File: src/gfp_pkg.sv
// Package for the gyro frame parser: sync value, frame length and stream widths.
// Used by gyro_frame_parser_core and its port checker; depends on nothing else.
`default_nettype none

package gfp_pkg;

    // Byte that forms the two-byte sync header.
    localparam logic [7:0] SYNC_BYTE   = 8'hFF;

    // Payload bytes in one frame: rate, angle and checksum, two bytes each.
    localparam int unsigned PAYLOAD_LEN = 6;

    // Bias added to the rate plus angle sum to form the expected checksum.
    localparam logic [15:0] SUM_BIAS   = 16'hFFFF;

    // Field widths of one result beat.
    localparam int unsigned RATE_W     = 16;
    localparam int unsigned ANGLE_W    = 17;
    localparam int unsigned SUM_W      = 16;

    // Stream data widths, padded to whole bytes.
    localparam int unsigned S_TDATA_W  = 8;
    localparam int unsigned M_FIELDS_W = RATE_W + ANGLE_W + 1 + SUM_W;
    localparam int unsigned M_TDATA_W  = ((M_FIELDS_W + 7) / 8) * 8;

endpackage

`default_nettype wire

File: src/gyro_frame_parser_core.sv
// Top level of the gyro frame parser: sync hunt, payload collection and result register.
// Depends on gfp_pkg for the sync value, frame length and stream widths.
`default_nettype none

// Channel   Dir  Beat contents                          Handshake
// s_*       in   rx_byte, one serial byte               s_tvalid / s_tready
// m_*       out  rate, angle, checksum_ok, received_sum m_tvalid / m_tready
//
// An accepted byte is held in the input register and passes through the parser
// logic into the result register when that register can move. One byte can be
// accepted every cycle unless a stalled result holds the full input register;
// a result appears on the eighth byte of a frame.
// aresetn is synchronous and active low; it clears the phase, the byte count and
// both valid flags. The payload bytes are not reset.
// A stalled result holds the input register only while that register is full.
module gyro_frame_parser_core (
    input  wire logic                            aclk,
    input  wire logic                            aresetn,
    // s_tdata: [7:0] rx_byte
    input  wire logic [gfp_pkg::S_TDATA_W-1:0]   s_tdata,
    input  wire logic                            s_tvalid,
    output logic                                 s_tready,
    // m_tdata: [15:0] rate, [32:16] angle, [33] checksum_ok, [49:34] received_sum,
    //          upper bits zero
    output logic [gfp_pkg::M_TDATA_W-1:0]        m_tdata,
    output logic                                 m_tvalid,
    input  wire logic                            m_tready
);

    localparam int unsigned StoreDepth = gfp_pkg::PAYLOAD_LEN - 1;
    localparam int unsigned PadW       = gfp_pkg::M_TDATA_W - gfp_pkg::M_FIELDS_W;

    typedef enum logic [1:0] {
        PH_HUNT,
        PH_SYNC2,
        PH_DATA
    } phase_t;

    // Input register.
    logic                         in_valid_reg, in_valid_next;
    logic [7:0]                   in_byte_reg;

    // Parser state.
    phase_t                       phase_reg, phase_next;
    logic [2:0]                   count_reg, count_next;
    logic [7:0]                   store_reg [StoreDepth];

    // Result register.
    logic                         m_valid_reg, m_valid_next;
    logic [gfp_pkg::RATE_W-1:0]   rate_reg;
    logic [gfp_pkg::ANGLE_W-1:0]  angle_reg;
    logic                         ok_reg;
    logic [gfp_pkg::SUM_W-1:0]    sum_reg;

    // Internal control.
    logic                         in_fire;
    logic                         out_free;
    logic                         work;
    logic                         store_we;
    logic                         frame_done;
    logic [2:0]                   cnt_sat;

    // Words of the completed frame.
    logic [15:0]                  rate_w;
    logic [15:0]                  ang_w;
    logic [15:0]                  sum_w;
    logic [15:0]                  expect_w;
    logic [gfp_pkg::ANGLE_W-1:0]  neg_ang;

    // Handshake: the input register frees whenever the result register can move.
    assign in_fire  = s_tvalid && s_tready;
    assign out_free = !m_valid_reg || m_tready;
    assign work     = in_valid_reg && out_free;
    assign s_tready = !in_valid_reg || out_free;

    // Frame words are little-endian; the last checksum byte is the current one.
    assign rate_w   = {store_reg[1], store_reg[0]};
    assign ang_w    = {store_reg[3], store_reg[2]};
    assign sum_w    = {in_byte_reg, store_reg[4]};
    assign expect_w = 16'(rate_w + ang_w + gfp_pkg::SUM_BIAS);
    assign neg_ang  = gfp_pkg::ANGLE_W'(17'd0 - {ang_w[15], ang_w});

    // Parser step for the byte held in the input register.
    always_comb begin
        phase_next = phase_reg;
        count_next = count_reg;
        store_we   = 1'b0;
        frame_done = 1'b0;
        // A count beyond the last stored byte is taken as the final byte.
        cnt_sat    = (count_reg > 3'(gfp_pkg::PAYLOAD_LEN - 2)) ?
                     3'(gfp_pkg::PAYLOAD_LEN - 1) : count_reg;
        if (work) begin
            unique case (phase_reg)
                PH_SYNC2: begin
                    // A broken sync drops this byte and restarts the hunt.
                    if (in_byte_reg == gfp_pkg::SYNC_BYTE) begin
                        phase_next = PH_DATA;
                        count_next = 3'd0;
                    end else begin
                        phase_next = PH_HUNT;
                    end
                end
                PH_DATA: begin
                    if (cnt_sat < 3'(StoreDepth)) begin
                        store_we   = 1'b1;
                        count_next = 3'(cnt_sat + 3'd1);
                    end else begin
                        frame_done = 1'b1;
                        phase_next = PH_HUNT;
                        count_next = 3'd0;
                    end
                end
                default: begin
                    // Hunting, and the unused phase code behaves the same.
                    phase_next = (in_byte_reg == gfp_pkg::SYNC_BYTE) ? PH_SYNC2 : PH_HUNT;
                end
            endcase
        end
    end

    // Valid flags of the two registers.
    always_comb begin
        if (in_fire) begin
            in_valid_next = 1'b1;
        end else if (work) begin
            in_valid_next = 1'b0;
        end else begin
            in_valid_next = in_valid_reg;
        end
        m_valid_next = out_free ? frame_done : m_valid_reg;
    end

    // State, payload store and registered outputs.
    always_ff @(posedge aclk) begin
        if (!aresetn) begin
            in_valid_reg <= 1'b0;
            m_valid_reg  <= 1'b0;
            phase_reg    <= PH_HUNT;
            count_reg    <= 3'd0;
        end else begin
            in_valid_reg <= in_valid_next;
            m_valid_reg  <= m_valid_next;
            phase_reg    <= phase_next;
            count_reg    <= count_next;
        end
        if (in_fire) begin
            in_byte_reg <= s_tdata[7:0];
        end
        if (store_we) begin
            store_reg[cnt_sat] <= in_byte_reg;
        end
        if (frame_done) begin
            rate_reg  <= rate_w;
            angle_reg <= neg_ang;
            ok_reg    <= (expect_w == sum_w);
            sum_reg   <= sum_w;
        end
    end

    assign m_tvalid = m_valid_reg;
    assign m_tdata  = {{PadW{1'b0}}, sum_reg, ok_reg, angle_reg, rate_reg};

endmodule

`default_nettype wire

File: config.mk
export PLATFORM = sky130hd
export DESIGN_NAME = gyro_frame_parser_core
export DESIGN_NICKNAME = d
export VERILOG_FILES = /design/src/gfp_pkg.sv /design/src/gyro_frame_parser_core.sv
export SDC_FILE = /design/constraint.sdc
export NUM_CORES = 1
export LEC_CHECK = 0
export ABC_AREA = 1
export ABC_CLOCK_PERIOD_IN_PS = 3460
export BUFFER_PORTS_ARGS = -buffer_cell sky130_fd_sc_hd__clkbuf_2
export CORE_UTILIZATION = 42
export DETAILED_ROUTE_END_ITERATION = 7
export PLACE_DENSITY = 0.64
export SKIP_CTS_REPAIR_TIMING = 1
export SLEW_MARGIN = 20
export SYNTH_ARGS = -nofsm -noshare
export SYNTH_HDL_FRONTEND = slang
export SYNTH_SLANG_ARGS = --single-unit
File: constraint.sdc
create_clock -name aclk -period 3.46 [get_ports aclk]
set_input_delay 0.173 -clock aclk [delete_from_list [all_inputs] [get_ports aclk]]
set_output_delay 0.173 -clock aclk [all_outputs]
set_load 0.02 [all_outputs]
======== Word-level counts from Yosys, hierarchy flattened ========
Memory sizes are Yosys's and may differ from the RTL's.
Cells that the tools add are included.
word-level totals
  bits in registers ....................... 65
  RAM bits ................................ 40
  output and inout port bits .............. 58
  logic and storage cells ................. 50
  memories ................................ 1
memory list
  name       depth  bits a word  rd ports  clocked after Yosys merged registers in  wr ports  line                          source
  store_reg  5      8            5         0                                        1         gyro_frame_parser_core.sv:46  logic [7:0] store_reg [StoreDepth];
operators by class
  add/sub/neg operators ................... 4
  magnitude comparators ................... 2
  eq/ne operators ......................... 6
  muxes and demuxes ....................... 18
  reductions and logical operators ........ 10
operator list
  kind                      number
  $sub A1 B16 Y17 const A   1
  $add A16 B16 Y16          1
  $add A16 B16 Y16 const B  1
  $eq A16 B16 Y1            1
  $mux W1                   11
  $mux W3                   3
  $eq A8 B8 Y1 const B      1
  $pmux W3 S2               1
  $mux W2                   2
  $ne A2 B2 Y1 const B      2
  $pmux W2 S2               1
  $reduce_bool A2 Y1        2
  $add A3 B1 Y3 const B     1
  $gt A3 B3 Y1 const B      1
  $lt A3 B3 Y1 const B      1
  $reduce_and A3 Y1         1
  $eq A2 B1 Y1 const B      1
  $eq A2 B2 Y1 const B      1
  $logic_and A1 B1 Y1       2
  $logic_not A1 Y1          2
  $logic_or A1 B1 Y1        2
  $reduce_and A2 Y1         1

======== Logic depth before layout (Yosys ltp) ========
  depth after elaboration ................. 8
  gate-level depth with buffers ........... 17
  depth with buffers taken out ............ 17

======== Worst setup path before layout ========
Ideal clock, no wire load.
  path type ............................... register to register
  start ................................... register m_valid_reg (netlist: m_tvalid)
  end ..................................... register angle_reg[0] in the netlist's numbering (enable)
  library setup time ...................... 0.459 ns
  arrival time ............................ 2.867 ns
  slack ................................... 0.134 ns
  stages on the path, launching flop included .. 6
  clock period less this slack ............ 3.326 ns
  path through ............................ dfxtp_1 -> nand2_1 -> nand2_1 -> nor2_1 -> inv_1 -> nor2_1
on the way
  word-level cells in the longest chain between the ends .. 4
ends and longest elaborated chain
  item                    line                           source
  from (decl)             gyro_frame_parser_core.sv:49   logic m_valid_reg, m_valid_next;
  from (signal assigned)  gyro_frame_parser_core.sv:142  m_valid_reg <= m_valid_next;
  $logic_not A1 Y1        gyro_frame_parser_core.sv:72   assign out_free = !m_valid_reg || m_tready;
  $logic_or A1 B1 Y1      gyro_frame_parser_core.sv:72
  $logic_and A1 B1 Y1     gyro_frame_parser_core.sv:73   assign work = in_valid_reg && out_free;
  $mux W1                 gyro_frame_parser_core.sv:92   if (work) begin
  net frame_done          gyro_frame_parser_core.sv:60   logic frame_done;
  to (signal assigned)    gyro_frame_parser_core.sv:154  angle_reg <= neg_ang;
  to (decl)               gyro_frame_parser_core.sv:51   logic [gfp_pkg::ANGLE_W-1:0] angle_reg;
The timed path passes the listed nets, and every way through them passes these cells.
A chain may end at the register's enable or synchronous reset.

==> reports/results.ini <==
[detailed_routing]
vias=3451
viasPerCell=4.51
drc=0
dr.pass1.iters=4
ant_nets=0
drtIter0Drc=138
wl_per_cell_um=13.4
routed_wl_um=10300

[clock_tree]
cts_buffer_depth=2
clockRootBuffer=clkbuf_16
cts_tree=yes
h-tree-depth=3
numCtsBuffers=9
cts.clk_slew.worst_paths_ns=0.07
cts_sinks=105
clk_latency_ns=0.34

[layout]
stdcell_count=765
largest_reg_flops=40
fillCellCount=1114
drive_above_1_share_pct=17.3
nets=638
final_cell_mix=inv_1 (114), nand2_1 (104), edfxtp_1 (98)
diodes=0
fin_util_pct=51.3
final_common_cell=inv_1
syn2layout_area_growth_pct=17.7
final_area_um2=6210

[floorplan]
dieArea_um2=13000
core_area_um2=12100
die_w_um=114
die_h_um=114
initial_core_util_pct=43.6
ios=70
rows=40

[critical_path]
cp-start-kind=flop
critical_path_class=flop to flop
crit_top_cell=nand2_1
critPathArrivalTime_ns=2.58
cp.depth=16
crit_start=store_reg[2][1]
cpLargestDelayFamily=adder cells
worst_setup_path_end_kind=flop
r2r-start=store_reg[2][1]
reg2reg_depth=16
critPathRequiredTime_ns=3.67
crit_path_cell_trace=inv_2 -> ha_1 -> inv_1 -> ha_1 -> fa_1 -> nand2_1 -> nand2_1 -> nand3_1 -> nand2_1 -> nand2_1 -> nand2_1 -> nand2_1 -> nand2_1 -> nor2_1 -> nand3_1 -> nor2_1
slowest_stage=fa_1
slowest_delay_ns=0.43
critical_path.max_fanout=3
rr_endpoint=ok_reg
reg2reg_slack_ns=1.09
crit_buf_inv=2

[power_and_ir_drop]
switchingPower_uw=542
power.total_uw=2540
swShare_pct=21.4
power.density_nw_per_um2=409
pwr-share-seq_pct=56.1
vdd_ir_drop_max_mv=0.304
p_int_uw=1990
power_leakage_uw=0.00281
power_frac_comb_pct=2.9
power.share.clock_pct=41.0

[place]
placed_area_um2=5820
dp.cells=741
numPortBuffers=63
hpwlAfterDp_um=7580
place.gp.congestion=0.858

[grt]
grt_pass1_vias=3351
antenna_found_initial=0
grt_start_max_net_pins=29
gr-usage-all-layers_pct=16.6
grt_pass1_wl_um=16200
overflow=0

[yosys]
syn_area_um2=5280
yosys.area.top_type=edfxtp_1
yosys_warnings=0
synth-seq-area-share_pct=58.4
synth_seq_cells=105
syn_area_per_cell_um2=10.4
synthCells=508
synthDistinctLibCells=30
ys_top_cells_by_area=edfxtp_1 (56%), inv_1 (8.1%), ha_1 (7.8%)
synth_top_area_share_pct=55.8

[hold_path]
hp-class=input pin to flop
hold-path-cell-count=3
holdCritStartpoint=aresetn
min_to=count_reg[0]

[sta]
setup_viol=0
fin_crit_sh_pct=68.5
maxSlewHeadroom_pct=31.4
clock.fmax_mhz=422
drv_slew=0
rsz0062_at_grt=false
fin_crit_ns=2.37
hold_viol=0
worst_slew_pin_slew_ns=1.02
fin_worst_skew_ns=0.00638
totalNegativeSetupSlack_ns=0

[job]
cap_violations=0

[run_status]
status=finished, final reports clean

[tightest hold or removal path: cells and delay by family]
family,cells,cell delay (ns)
buffers and inverters,1,0.10
AOI/OAI and AO/OA,1,0.07
and+or+nand+nor,1,0.04
[worst max path at each step]
stage	to	slack, ns
6_report	ok_reg	1.09
2_1_floorplan	angle_reg[0]	0.13
4_1_cts	ok_reg	1.09
3_3_place_gp	ok_reg	1.16
3_5_place_dp	ok_reg	1.09
5_1_grt	ok_reg	0.82
[cells by family after synthesis]
kind of cell / Yosys count / share of synthesized area [%]
XOR/XNOR: 26 / 4.60
adder cells (fa/ha/maj): 34 / 8.20
other: 1 / 0.0711
AND/OR/NAND/NOR: 193 / 17.0
buffers and inverters: 128 / 9.60
flip-flops: 105 / 58.4
AO/OA/AOI/OAI: 21 / 2.13
[stage by stage]
stage                     hold WS [ns]  worst slack [ns]
after floorplan                  0.272             0.134
after global placement           0.351              1.16
after detailed placement         0.352              1.09
after CTS                      -0.0115              1.09
after global routing            0.0894             0.820
final                           0.0751              1.09
[layer usage]
metal | track usage [%] | routed length [um] | share of wire [%]
met4 | 5.71 | 96 | 0.94
met1 | 22.0 | 4790 | 47
met2 | 27.4 | 4990 | 49
met3 | 3.23 | 375 | 3.7
met5 | 0 | 0 | 0
[power groups by stage]
stage / sequential (uW) / clock [uW] / combinational, uW
2_1_floorplan: 1430 / 0 / 54.5
3_3_place_gp: 1450 / 0 / 64.1
3_5_place_dp: 1450 / 0 / 65.7
4_1_cts: 1420 / 1060 / 66.0
5_1_grt: 1430 / 1110 / 83.6
6_report: 1420 / 1040 / 73.2
[synthesized netlist by cell type, drive strengths merged]
cell type	instances
nand4	8
or2	1
a21oi	15
buf	7
o211a	1
dfxtp	7
edfxtp	98
nand3	29
nor3	10
nand3b	3
nand2	106
inv	121
ha	33
xor3	1
nor2	35
o21ai	4
xnor2	10
a211oi	1
conb	1
nand2b	1
xor2	15
fa	1
[cell type report]
type / count / area, um^2 / area share, %
Sequential cell: 105 / 3080 / 49.7
Inverter: 121 / 454 / 7.32
Clock inverter: 7 / 80.1 / 1.29
Timing Repair Buffer: 75 / 438 / 7.05
Tap cell: 168 / 210 / 3.39
Multi-Input combinational cell: 280 / 1720 / 27.7
Clock buffer: 9 / 225 / 3.63
No activity file was read; power rests on OpenSTA's default activity.
